--- src/design/spn_pkg.sv ---
// Shared types, constants and round functions for the 16-bit SPN cipher.
package spn_pkg;

  localparam int unsigned Rounds    = 8;
  localparam int unsigned BlockW    = 16;
  localparam int unsigned KeyRegs   = 4;
  localparam int unsigned KeyRegW   = 64;
  localparam int unsigned KeysPerReg = KeyRegW / BlockW;
  localparam int unsigned CfgIdxW   = 3;

  typedef logic [BlockW-1:0] block_t;

  typedef enum logic [CfgIdxW-1:0] {
    CfgMode  = 3'd0,
    CfgKeys0 = 3'd1,
    CfgKeys1 = 3'd2,
    CfgKeys2 = 3'd3,
    CfgKeys3 = 3'd4
  } cfg_reg_e;

  typedef struct packed {
    logic   decrypt;
    block_t key;
  } round_cfg_t;

  localparam logic [3:0] SboxFwd [16] = '{
    4'd14, 4'd4, 4'd13, 4'd1, 4'd2, 4'd15, 4'd11, 4'd8,
    4'd3, 4'd10, 4'd6, 4'd12, 4'd5, 4'd9, 4'd0, 4'd7
  };
  localparam logic [3:0] SboxInv [16] = '{
    4'd14, 4'd3, 4'd4, 4'd8, 4'd1, 4'd12, 4'd10, 4'd15,
    4'd7, 4'd13, 4'd9, 4'd6, 4'd11, 4'd2, 4'd0, 4'd5
  };

  function automatic block_t substitute(block_t x, logic inv);
    block_t y;
    y = '0;
    for (int n = 0; n < 4; n++) begin
      if (inv) begin
        y[4*n +: 4] = SboxInv[x[4*n +: 4]];
      end else begin
        y[4*n +: 4] = SboxFwd[x[4*n +: 4]];
      end
    end
    return y;
  endfunction

  // 4x4 bit transpose, positions counted from the MSB
  function automatic block_t transpose(block_t x);
    block_t y;
    y = '0;
    for (int i = 0; i < 16; i++) begin
      y[15 - (4 * (i % 4) + i / 4)] = x[15 - i];
    end
    return y;
  endfunction

  function automatic block_t round_fn(block_t x, round_cfg_t cfg);
    block_t y;
    if (cfg.decrypt) begin
      y = substitute(transpose(x ^ cfg.key), 1'b1);
    end else begin
      y = transpose(substitute(x, 1'b0)) ^ cfg.key;
    end
    return y;
  endfunction

endpackage

--- src/design/spn_block_cipher_16bit_unit.sv ---
// Top level: configuration registers and the chain of round cells.
//
// Input channel: in_valid_i / in_stall_o with block_in_i; a request is taken
// at an edge with valid high and stall low. Output channel: out_valid_o /
// out_stall_i with block_out_o, same rule.
// Configuration: cfg_valid_i / cfg_ready_o (always ready), cfg_index_i and
// cfg_data_i. Index 0 sets decrypt mode (bit 0), indexes 1..4 hold round
// keys 0..3, 4..7, 8..11, 12..15, key 4k in the low 16 bits. Other indexes
// are ignored. Write configuration only while the pipeline is empty.
// The datapath is a chain of Rounds cells (8), one round each, every cell
// with its own register. A block taken passes through the cell registers in
// order to block_out_o; the chain takes one block per cycle unless it stalls.
// When the receiver stalls, each cell holds its block; the chain keeps
// filling until every cell is full, then in_stall_o rises.
// Reset empties all cells, clears decrypt mode and zeroes all keys.
module spn_block_cipher_16bit_unit (
  input  logic                          clk_i,
  input  logic                          rst_ni,
  input  logic                          cfg_valid_i,
  output logic                          cfg_ready_o,
  input  logic [spn_pkg::CfgIdxW-1:0]   cfg_index_i,
  input  logic [spn_pkg::KeyRegW-1:0]   cfg_data_i,
  input  logic                          in_valid_i,
  output logic                          in_stall_o,
  input  logic [spn_pkg::BlockW-1:0]    block_in_i,
  output logic                          out_valid_o,
  input  logic                          out_stall_i,
  output logic [spn_pkg::BlockW-1:0]    block_out_o
);
  import spn_pkg::*;

  logic                 mode_q;
  logic [KeyRegW-1:0]   keys_q [KeyRegs];

  logic                 vld   [Rounds];
  logic                 rdy   [Rounds];
  logic                 take  [Rounds];
  block_t               blk   [Rounds];
  round_cfg_t           rcfg  [Rounds];
  logic [Rounds-1:0]    vld_vec;

  assign cfg_ready_o = 1'b1;

  always_ff @(posedge clk_i or negedge rst_ni) begin
    if (!rst_ni) begin
      mode_q <= 1'b0;
      for (int k = 0; k < KeyRegs; k++) begin
        keys_q[k] <= '0;
      end
    end else if (cfg_valid_i) begin
      unique case (cfg_index_i)
        CfgMode:  mode_q    <= cfg_data_i[0];
        CfgKeys0: keys_q[0] <= cfg_data_i;
        CfgKeys1: keys_q[1] <= cfg_data_i;
        CfgKeys2: keys_q[2] <= cfg_data_i;
        CfgKeys3: keys_q[3] <= cfg_data_i;
        default: ;
      endcase
    end
  end

  for (genvar r = 0; r < Rounds; r++) begin : g_cell
    localparam int unsigned EncK = r;
    localparam int unsigned DecK = Rounds - 1 - r;

    assign rcfg[r].decrypt = mode_q;
    assign rcfg[r].key = mode_q
      ? keys_q[DecK / KeysPerReg][BlockW * (DecK % KeysPerReg) +: BlockW]
      : keys_q[EncK / KeysPerReg][BlockW * (EncK % KeysPerReg) +: BlockW];
    assign vld_vec[r] = vld[r];

    if (r == Rounds - 1) begin : g_last
      assign take[r] = !out_stall_i;
    end else begin : g_mid
      assign take[r] = rdy[r+1];
    end

    if (r == 0) begin : g_first
      spn_round_cell u_cell (
        .clk_i      (clk_i),
        .rst_ni     (rst_ni),
        .cfg_i      (rcfg[r]),
        .in_valid_i (in_valid_i),
        .in_block_i (block_in_i),
        .ready_o    (rdy[r]),
        .valid_o    (vld[r]),
        .block_o    (blk[r]),
        .out_take_i (take[r])
      );
    end else begin : g_next
      spn_round_cell u_cell (
        .clk_i      (clk_i),
        .rst_ni     (rst_ni),
        .cfg_i      (rcfg[r]),
        .in_valid_i (vld[r-1]),
        .in_block_i (blk[r-1]),
        .ready_o    (rdy[r]),
        .valid_o    (vld[r]),
        .block_o    (blk[r]),
        .out_take_i (take[r])
      );
    end
  end

  assign in_stall_o  = !rdy[0];
  assign out_valid_o = vld[Rounds-1];
  assign block_out_o = blk[Rounds-1];

  a_fill: assert property (@(posedge clk_i) disable iff (!rst_ni)
    in_valid_i && !in_stall_o && !(out_valid_o && !out_stall_i)
    |=> $countones(vld_vec) == $past($countones(vld_vec)) + 1)
    else $error("request count did not grow on accept");
  a_drain: assert property (@(posedge clk_i) disable iff (!rst_ni)
    !(in_valid_i && !in_stall_o) && out_valid_o && !out_stall_i
    |=> $countones(vld_vec) + 1 == $past($countones(vld_vec)))
    else $error("request count did not shrink on delivery");
  a_stall_full: assert property (@(posedge clk_i) disable iff (!rst_ni)
    in_stall_o |-> &vld_vec)
    else $error("input stalled with a free cell");

endmodule

--- src/design/spn_round_cell.sv ---
// One pipeline cell: applies a single cipher round and holds the result.
module spn_round_cell (
  input  logic                clk_i,
  input  logic                rst_ni,
  input  spn_pkg::round_cfg_t cfg_i,
  input  logic                in_valid_i,
  input  spn_pkg::block_t     in_block_i,
  output logic                ready_o,
  output logic                valid_o,
  output spn_pkg::block_t     block_o,
  input  logic                out_take_i
);
  import spn_pkg::*;

  logic   vld_q, vld_d;
  block_t blk_q;

  assign ready_o = !vld_q || out_take_i;
  assign vld_d   = ready_o ? in_valid_i : vld_q;
  assign valid_o = vld_q;
  assign block_o = blk_q;

  always_ff @(posedge clk_i or negedge rst_ni) begin
    if (!rst_ni) begin
      vld_q <= 1'b0;
    end else begin
      vld_q <= vld_d;
    end
  end

  always_ff @(posedge clk_i) begin
    if (in_valid_i && ready_o) begin
      blk_q <= round_fn(in_block_i, cfg_i);
    end
  end

  a_hold_when_blocked: assert property (@(posedge clk_i) disable iff (!rst_ni)
    vld_q && !out_take_i |=> vld_q && $stable(blk_q))
    else $error("cell lost or changed a blocked request");
  a_take_needs_valid: assert property (@(posedge clk_i) disable iff (!rst_ni)
    !vld_q && !in_valid_i |=> !vld_q)
    else $error("cell became valid without input");
  a_load_when_free: assert property (@(posedge clk_i) disable iff (!rst_ni)
    !vld_q && in_valid_i |=> vld_q)
    else $error("free cell dropped a request");

endmodule

--- config.mk ---
export PLATFORM = sky130hd
export DESIGN_NAME = spn_block_cipher_16bit_unit
export DESIGN_NICKNAME = d
export VERILOG_FILES = /design/src/design/spn_pkg.sv /design/src/design/spn_block_cipher_16bit_unit.sv /design/src/design/spn_round_cell.sv
export SDC_FILE = /design/constraint.sdc
export NUM_CORES = 1
export LEC_CHECK = 0
export BUFFER_PORTS_ARGS = -buffer_cell sky130_fd_sc_hd__buf_2
export CAP_MARGIN = 20
export CORE_UTILIZATION = 55
export CTS_CLUSTER_DIAMETER = 150
export CTS_CLUSTER_SIZE = 28
export DETAILED_ROUTE_END_ITERATION = 8
export PLACE_DENSITY = 0.75
export SLEW_MARGIN = 20
export SYNTH_ARGS = -nofsm -noshare
export SYNTH_HDL_FRONTEND = slang
export SYNTH_SLANG_ARGS = --single-unit
--- constraint.sdc ---
create_clock -name clk_i -period 2.4 [get_ports clk_i]
set_input_delay 0.12 -clock clk_i [delete_from_list [all_inputs] [get_ports clk_i]]
set_output_delay 0.12 -clock clk_i [all_outputs]
set_load 0.01 [all_outputs]
==> metrics.txt, run 1 <==
WP data required 2.67 ns; die height ~220 µm; Crit-path slowest cell dfrtp_4; ys async rst share 0.517; post-synth top area share 0.148; CP delay by family, top multiplexers; failing checks negative setup slack; area grow syn2layout 21.5%; top cells by count, synth mux2i_1 (314), ha_1 (288), xnor2_1 (183); first-pass GRT wire length 118,000 µm; starting DRC count in detailed routing roughly 2.1k; Leak 14.1 nW; final worst-path cycle share 1.03; Antenna Violating Nets Remaining 0; Tot Pwr 48.3 mW; total grt overflow 0; via-per-instance ratio 6.01; Post-Place Worst Slack -0.187 ns; Starting Density 0.558; peak supply drop 0.000631 V; final wirelength 81,600 µm; combinational power share 0.710; Int Pwr 25.1 mW; drt first pass iters 7; vias in the first global route 20.2k; clk_lat worst skew 0.52 ns; clock slew at reported path FFs 0.12 ns; RSZ-0062 raised after global routing true; CTS Buf Count 13; root buffer cell clkbuf_16; Setup Viol. Count Final 14; Synth cell types 68; most common cell in the netlist mux2i_1; Final Hold Vio Count 0; max-slew headroom at the worst pin 0.460; Cell Rows slightly below 80; core box area ~47,000 µm²; Sw Share 0.480; Synth area leader edfxtp_1; flop and latch count out of synthesis 265; clk sinks 265; CP most frequent cell mux2i_1; largest net degree at the start of global routing 65; fmax 404 MHz; detailed-route wire length per cell 22.9 µm; Crit path buffers/inverters 3; skew final between 0.03 and 0.04 ns; Hold WC Path Type input port to flop; Top Ports approximately 110; CTS Buffer Depth 3; yosys warns 0; final net count roughly 3.3k; Synth Instances 2,594; Final HPWL DP about 60,000 µm; CTS tree yes; ranking of synthesized cells by area edfxtp_1 (15%), ha_1 (14%), dfrtp_1 (13%); critical-path cell list buf_12 > buf_16 > mux2i_2 > xnor2_2 > inv_1 > ha_1 > mux2_2 > mux2i_1 > mux2i_1; pwr/cell area 1530 nW/µm²; outcome finished, violations left; EDFF count, synth 128; total track usage 0.322; Synth Area per Inst 10.0 µm²; synthesized cell area 26,000 µm²; CP endpoint kind flop; sw power 23.2 mW; syn_nets ~3k; critical path class flop to flop; Worst Setup Slack, final -0.0752 ns; Clock Power Share 0.055; Finished Layout Cells between 3k and 4k; # DRC 0; die area 48,100 µm²; CTS HTree Levels 1; CP Data Arrival Time 2.75 ns; FILL cells 3,275; via count ~21k; die boundary width 219 µm; Synth Flop Type dfrtp_1; RD Place Congestion roughly 0.96; initial antenna violation count 0; Buffers on Ports 105; delay of the slowest critical-path stage 0.51 ns; Placed Cells 3,384; CP Launch Type flop; Flop pwr share 0.235; critical path peak fanout 9; minimum clock period 2.48 ns; Hold Slack 0.0656 ns; Seq/Total Area, Yosys 0.280; max-cap violation count 0; Worst-Margin Slew 0.810 ns; Pins Over Slew Limit 0; layout cells sized above 1 0.277
## logic make-up (layout without fill, tap and decap cells)
kind of cell               Yosys count  in the layout  share of synthesized area
adders and majority gates          288            288                      0.139
buffers and inverters              312            671                     0.0555
other                                1              2                   0.000144
muxes                              477            477                      0.194
xor gates and xnor gates           330            330                      0.131
DFF                                265            265                      0.280
AOI/OAI and AO/OA                  474            474                      0.119
and+or+nand+nor                    447            447                     0.0815
## worst paths after layout
kind,from,end,slack [ns],cells after the start
max in group asynchronous,rst_ni,keys_q[202],1.48,3
worst max-delay path,mode_q,g_cell[0].g_first.u_cell.block_o[7],-0.08,9
min in group asynchronous,rst_ni,keys_q[223],0.15,2
worst min-delay path,cfg_index_i[1],mode_q,0.07,4
worst max register to register,mode_q,g_cell[0].g_first.u_cell.block_o[7],-0.08,9
worst min register to register,g_cell[5].g_next.u_cell.valid_o,g_cell[6].g_next.u_cell.valid_o,0.49,1
## cell usage in the layout, fill, tap and decap left out, types with 91 or more instances in the layout
master | netlist | layout
buf_2 | 14 | 104
buf_4 | 17 | 269
a21oi_1 | 125 | 121
dfrtp_1 | 137 | 136
o21ai_0 | 96 | 91
xnor2_1 | 183 | 141
mux2_2 | 150 | 149
nor2_1 | 110 | 109
inv_1 | 169 | 154
nand2_1 | 159 | 159
ha_1 | 288 | 274
mux2i_1 | 314 | 262
edfxtp_1 | 128 | 128
## worst register-to-register path: stages (launching register included)
cell,delay [ns]
dfrtp_4,0.51
buf_12,0.18
buf_16,0.17
mux2i_2,0.25
xnor2_2,0.15
inv_1,0.08
ha_1,0.30
mux2_2,0.28
mux2i_1,0.19
mux2i_1,0.13
## cell type report
cell class | count | area (µm²) | area share
Sequential cell | 265 | 7280 | 0.230
Multi-Input combinational cell | 2017 | 18500 | 0.586
Clock buffer | 20 | 352 | 0.0111
Inverter | 171 | 642 | 0.0203
Timing Repair Buffer | 479 | 4010 | 0.127
Antenna cell | 1 | 2.50 | 0.0000793
Clock inverter | 1 | 16.3 | 0.000515
Tap cell | 607 | 759 | 0.0241
## metal layers
metal  global-route usage  part of all wire  vias up
met5                    0                 0        -
met4                0.109             0.045        0
met3               0.0525             0.085      226
met2                0.538              0.47      931
met1                0.421              0.40    10400
li1                     -                 -     9844
## registers in the layout, summed over array words and instances (netlist names)
signal / count
keys_q: 128
g_cell.g_next.u_cell.block_o: 112
mode_q: 1
g_cell.g_first.u_cell.valid_o: 1
g_cell.g_first.u_cell.block_o: 16
g_cell.g_next.u_cell.valid_o: 7
## metrics by stage
| stage | instance area, µm² | util | setup TNS, ns |
|---|---|---|---|
| 5_1_grt | 31600 | 0.678 | -3.22 |
| 3_5_place_dp | 28300 | 0.609 | -1.59 |
| 4_1_cts | 29900 | 0.643 | -0.503 |
| 2_1_floorplan | 26000 | - | 0 |
| 6_report | 31600 | 0.678 | -0.364 |
| 3_3_place_gp | 28300 | 0.609 | -0.291 |
## what timing repair did
action | CTS | global route
setup endpoints to repair | 34 | 107
gates resized for setup | 47 | 171
cloned | 4 | 7
pin swaps | 8 | 47
hold buffers | 67 | 0
hold endpoints to repair | 191 | 0
setup buffers | 12 | 65
## power groups by stage
stage	Sequential, mW	Combinational, mW	Clock [mW]
floorplan	8.85	22.6	0
global placement	11.0	28.6	0
detailed placement	11.1	29.9	0
CTS	11.0	30.8	2.67
global route	11.5	37.2	2.80
finish	11.4	34.3	2.65
Note: power is estimated with default switching activity, not from simulation.
==> run 2: changes to the inputs <==
CORE_MARGIN = 2   (was not set)
SKIP_LAST_GASP = 1   (was not set)
SLEW_MARGIN = 10   (was 20)
==> run 2 against run 1 <==
Total power is 4.0% higher. Setup slack worse by 0.021 ns. Clock skew down 0.0041 ns. Hold slack got worse by 0.026 ns. Die area increased by 1.8%. Critical path type unchanged. Sequential cell count unchanged. Core utilization increased by 1.3 points. The run still ends with negative setup slack left. Clock power barely moved. Combinational power is 5% higher. Design area up 1.9%. Register-to-register slack worse by 0.02 ns.
==> metrics.txt, run 2 (synthesized netlist as in run 1, its figures left out) <==
outcome finished, violations left (unchanged); failing checks negative setup slack (unchanged); detailed-route wire length per cell 22.7 µm (was 22.9 µm); CTS Buf Count 13 (unchanged); critical path peak fanout 7 (was 9); FILL cells 3,177 (was 3,275); met3 Resource Use GR 0.0482 (was 0.0525); final wirelength 82,000 µm (was 81,600 µm); Final Hold Vio Count 0 (unchanged); routing usage on met2 0.513 (was 0.538); total grt overflow 0 (unchanged); CTS Buffer Depth 3 (unchanged); pwr/cell area 1560 nW/µm² (was 1530 nW/µm²); final worst-path cycle share 1.04 (was 1.03); die height 221 µm (was 219 µm); design area 32,200 µm² (was 31,600 µm²); Cell Rows 79 (unchanged); peak supply drop 0.000630 V (was 0.000631 V); Top Usage Layer GRT met2 (unchanged); CP Launch Type flop (unchanged); clock slew at reported path FFs 0.13 ns (was 0.12 ns); layout cells sized above 1 0.299 (was 0.277); Setup Viol. Count Final 32 (was 14); dpl cell area 29,000 µm² (was 28,300 µm²); hold endpoint mode_q (unchanged); Pins Over Slew Limit 0 (unchanged); minimum clock period 2.50 ns (was 2.48 ns); clk_lat worst skew 0.53 ns (was 0.52 ns); CP endpoint kind flop (unchanged); initial antenna violation count 1 (was 0); RD Place Congestion 0.991 (was 0.964); die area 49,000 µm² (was 48,100 µm²); max-cap violation count 0 (unchanged); Top Ports 107 (unchanged); final net count 3,373 (was 3,323); Final HPWL DP 61,700 µm (was 59,900 µm); area grow syn2layout 23.9% (was 21.5%); setup_tns -1.16 ns (was -0.364 ns); die boundary width 221 µm (was 219 µm); # DRC 0 (unchanged); Tot Pwr 50.2 mW (was 48.3 mW); via-per-instance ratio 6.04 (was 6.01); drt first pass iters 5 (was 7); Reg2Reg Capture Point g_cell[3].g_next.u_cell.block_o[15] (was g_cell[0].g_first.u_cell.block_o[7]); flop2flop setup slack -0.1 ns (was -0.08 ns); Starting Density 0.558 (unchanged); Worst-Margin Slew 0.789 ns (was 0.810 ns); largest net degree at the start of global routing 69 (was 65); clk sinks 265 (unchanged); max FFs per register 128 (unchanged); Hold Slack 0.0391 ns (was 0.0656 ns); Leak 14.3 nW (was 14.1 nW); CTS HTree Levels 1 (unchanged); hold path depth 4 (unchanged); Hold WC Path Type input port to flop (unchanged); critical path class flop to flop (unchanged); vias in the first global route 20.7k (was 20.2k); fmax 401 MHz (was 404 MHz); first-pass GRT wire length 119,000 µm (was 118,000 µm); Post-Place Worst Slack -0.203 ns (was -0.187 ns); reg2reg start mode_q (unchanged); CP Data Arrival Time 2.80 ns (was 2.75 ns); HP Start cfg_index_i[2] (was cfg_index_i[1]); Worst Setup Slack, final -0.0960 ns (was -0.0752 ns); met1 global-route usage 0.406 (was 0.421); WP data required 2.70 ns (was 2.67 ns); skew final 0.0285 ns (was 0.0326 ns); RSZ-0062 raised after global routing true (unchanged); Antenna Violating Nets Remaining 0 (unchanged); register bank with the most flops keys_q (unchanged); via count 21.8k (was 21.4k); starting DRC count in detailed routing 2,243 (was 2,132); total track usage 0.313 (was 0.322); Placed Cells 3,471 (was 3,384); commonest cells after routing, fill and taps aside buf_4 (310), mux2i_1 (268), ha_1 (258), nand2_1 (159), mux2_2 (148) (was ha_1 (274), buf_4 (269), mux2i_1 (262), nand2_1 (159), inv_1 (154)); Buffers on Ports 105 (unchanged); Finished Layout Cells 3,610 (was 3,561); max-slew headroom at the worst pin 0.474 (was 0.460); R2R depth 9 (unchanged); final design utilization 0.691 (was 0.678); leading cell type in the layout, fill and taps excluded buf_4 (was ha_1); core box area 46,600 µm² (unchanged); root buffer cell clkbuf_16 (unchanged); CTS tree yes (unchanged)
## run 2: worst max-delay path, cell delays in order, from the launching register on
cell	delay, ns
dfrtp_4	0.58
buf_12	0.18
buf_6	0.12
clkbuf_16	0.16
mux2i_4	0.19
xnor2_2	0.27
ha_1	0.31
mux2_4	0.27
mux2i_1	0.12
a21oi_1	0.08
## run 2: area by class of cell
class                      count  area (µm²)  area share
clock inverter                 1        16.3    0.000506
sequential                   265        7280       0.226
timing repair buffer         528        4260       0.132
multi-input combinational   2018       18900       0.586
antenna                        1        2.50   0.0000778
clock buffer                  19         348      0.0108
inverter                     171         649      0.0202
tap                          607         759      0.0236
## run 2: how the worst max path moves through the flow
stage / end / depth (start not counted) / slack (ns) / from
after CTS: g_cell[0].g_first.u_cell.block_o[4] / 8 / -0.08 / mode_q
after global placement: g_cell[1].g_next.u_cell.block_o[3] / 8 / -0.14 / mode_q
final: g_cell[3].g_next.u_cell.block_o[15] / 9 / -0.1 / mode_q
after global routing: g_cell[4].g_next.u_cell.block_o[3] / 11 / -0.18 / mode_q
after detailed placement: g_cell[0].g_first.u_cell.block_o[7] / 8 / -0.20 / mode_q
after floorplan: g_cell[1].g_next.u_cell.block_o[15] / 10 / 0.0003 / mode_q
## run 2: power by group
group | switching [mW] | internal [mW]
logic | 18.1 | 17.9
clock network | 1.63 | 1.05
registers | 4.25 | 7.29
total | 24.0 | 26.3
## run 2: metal layers
metal  wire length [µm]  up-vias
met3               7000      237
met4               4380        0
met2              38200      967
met5                  0        -
met1              32500    10600
li1                   -     9967
## run 2: repair_timing
item,4_1_cts,5_1_grt
setup endpoints to repair,58,115
setup buffers,9,45
pin swaps,7,78
gates resized for setup,53,236
gates cloned,1,3
hold endpoints to repair,196,0
hold buffers,69,0
==> run 3: changes to the inputs <==
CORE_UTILIZATION = 48   (was 55)
MAX_ROUTING_LAYER = met4   (was not set)
PLACE_DENSITY = 0.67   (was 0.75)
==> run 3 against run 2 <==
The run still ends with negative setup slack left. Sequential power hardly changed. Highest routed layer unchanged. Clock power increased by 1%. Setup slack improved by 0.0048 ns.
==> metrics.txt, run 3 (synthesized netlist as in run 1, its figures left out) <==
outcome finished, violations left (unchanged); failing checks negative setup slack (unchanged); Starting Density 0.484 (was 0.558); register bank with the most flops keys_q (unchanged); WP data required 2.68 ns (was 2.70 ns); detailed-route wire length per cell 21.9 µm (was 22.7 µm); clk sinks 265 (unchanged); minimum clock period 2.49 ns (was 2.50 ns); # DRC 0 (unchanged); fmax 401 MHz (about the same); CP Data Arrival Time 2.77 ns (was 2.80 ns); combinational power share 0.712 (was 0.717); CTS Buffer Depth 3 (unchanged); drt first pass iters 5 (unchanged); Hold Slack 0.0982 ns (was 0.0391 ns); met3 Resource Use GR 0.0375 (was 0.0482); Final Hold Vio Count 0 (unchanged); Int Pwr 25.4 mW (was 26.3 mW); Tot Pwr 48.4 mW (was 50.2 mW); via-per-instance ratio 5.69 (was 6.04); Flop pwr share 0.232 (was 0.230); critical path peak fanout 15 (was 7); core box area 53,700 µm² (was 46,600 µm²); vias in the first global route 20.2k (was 20.7k); final wirelength 81,000 µm (was 82,000 µm); total grt overflow 0 (unchanged); final worst-path cycle share 1.04 (about the same); Final HPWL DP 62,800 µm (was 61,700 µm); RSZ-0062 raised after global routing true (unchanged); area grow syn2layout 21.8% (was 23.9%); storage element area 7280 µm² (unchanged); final net count 3,365 (was 3,373); die area 56,000 µm² (was 49,000 µm²); skew final 0.0376 ns (was 0.0285 ns); root buffer cell clkbuf_16 (unchanged); total track usage 0.286 (was 0.313); CP endpoint kind flop (unchanged); layout cells sized above 1 0.280 (was 0.299); first-pass GRT wire length 119,000 µm (about the same); multi-input logic area 18,400 µm² (was 18,900 µm²); Antenna Violating Nets Remaining 0 (unchanged); Leak 14.1 nW (was 14.3 nW); pwr/cell area 1530 nW/µm² (was 1560 nW/µm²); peak supply drop 0.000626 V (was 0.000630 V); Hold WC Path Type input port to async pin (was input port to flop); dpl cell area 29,200 µm² (was 29,000 µm²); Sw Share 0.475 (was 0.477); commonest cells after routing, fill and taps aside buf_4 (319), mux2i_1 (274), ha_1 (272), nand2_1 (159), inv_1 (155) (was buf_4 (310), mux2i_1 (268), ha_1 (258), nand2_1 (159), mux2_2 (148)); sw power 23.0 mW (was 24.0 mW); critical path class flop to flop (unchanged); CTS HTree Levels 1 (unchanged); via count 21.0k (was 21.8k); Top Usage Layer GRT met2 (unchanged); Pins Over Slew Limit 0 (unchanged); Buffers on Ports 105 (unchanged); clock slew at reported path FFs 0.13 ns (about the same); design area 31,600 µm² (was 32,200 µm²); Top Ports 107 (unchanged); clk_lat worst skew 0.54 ns (was 0.53 ns); RD Place Congestion 0.991 (about the same); Worst Setup Slack, final -0.0912 ns (was -0.0960 ns); max-cap violation count 0 (unchanged); CTS Buf Count 13 (unchanged); die boundary width 237 µm (was 221 µm); starting DRC count in detailed routing 1,551 (was 2,243); R2R depth 10 (was 9); Worst-Margin Slew 0.817 ns (was 0.789 ns); max FFs per register 128 (unchanged); leading cell type in the layout, fill and taps excluded buf_4 (unchanged); routing usage on met2 0.475 (was 0.513); FILL cells 4,428 (was 3,177); Cell Rows 85 (was 79); met1 global-route usage 0.363 (was 0.406); Setup Viol. Count Final 21 (was 32); max-slew headroom at the worst pin 0.455 (was 0.474); Clock Power Share 0.056 (was 0.053); die height 237 µm (was 221 µm); CTS tree yes (unchanged); largest net degree at the start of global routing 65 (was 69); initial antenna violation count 1 (unchanged); CP Launch Type flop (unchanged)
[run 3: changes by cell type in the layout (fill, tap and decap cells not counted), moves of 5 or more]
cell,before,now
buf_4,310,319
xnor2_4,25,17
ha_4,23,12
buf_6,22,10
inv_2,21,15
mux2i_4,35,26
o21ai_0,89,95
mux2i_1,268,274
inv_1,147,155
o21ai_1,13,8
ha_1,258,272
[run 3: timing repair]
action | CTS | global route
setup buffers | 0 | 32
endpoints found under the setup margin | 23 | 101
cloned | 0 | 5
pin swaps | 0 | 34
hold buffers | 67 | 0
gates resized for setup | 19 | 162
endpoints found under the hold margin | 229 | 0
[run 3: layer usage]
layer,vias up,part of all wire
met1,10300,0.42
li1,9916,-
met5,-,0
met4,0,0.035
met2,630,0.48
met3,141,0.066
[run 3: worst paths after layout]
| path | slack [ns] | start | endpoint |
|---|---|---|---|
| worst max-delay path | -0.09 | mode_q | g_cell[5].g_next.u_cell.block_o[9] |
| worst min-delay path | 0.1 | rst_ni | keys_q[224] |
| worst max register to register | -0.09 | mode_q | g_cell[5].g_next.u_cell.block_o[9] |
| worst min register to register | 0.48 | g_cell[3].g_next.u_cell.valid_o | g_cell[4].g_next.u_cell.valid_o |
| max in group asynchronous | 1.60 | rst_ni | keys_q[251] |
| min in group clk_i | 0.17 | cfg_index_i[1] | mode_q |
[run 3: worst max-delay path, stage by stage, from the launching register on]
cell	delay, ns
dfrtp_4	0.54
buf_16	0.21
buf_12	0.20
buf_6	0.19
mux2i_1	0.24
buf_4	0.16
xor2_1	0.16
buf_4	0.17
nand2_1	0.07
a211oi_1	0.20
a221oi_1	0.07
[run 3: metrics by stage]
step,setup WS (ns),cells,TNS [ns],utilization
final,-0.0912,3693,-0.599,0.589
after global routing,-0.170,3692,-5.48,0.589
after floorplan,0.000288,2594,0,-
after global placement,-0.000360,3567,-0.000360,0.543
after detailed placement,-0.102,3567,-0.404,0.543
after CTS,-0.0327,3655,-0.111,0.564
[run 3: layout make-up]
| class | count | share of cell area |
|---|---|---|
| timing repair buffer | 520 | 0.130 |
| clock buffer | 19 | 0.0110 |
| inverter | 171 | 0.0204 |
| antenna | 2 | 0.000158 |
| multi-input combinational | 2018 | 0.581 |
| sequential | 265 | 0.230 |
| clock inverter | 2 | 0.000672 |
| tap | 696 | 0.0275 |
[run 3: power by group through the flow]
| stage | clock network (mW) | logic, mW | registers, mW |
|---|---|---|---|
| floorplan | 0 | 22.6 | 8.85 |
| global placement | 0 | 30.4 | 10.9 |
| detailed placement | 0 | 31.5 | 11.0 |
| CTS | 2.74 | 31.9 | 10.9 |
| global route | 2.86 | 37.5 | 11.4 |
| finish | 2.71 | 34.5 | 11.2 |
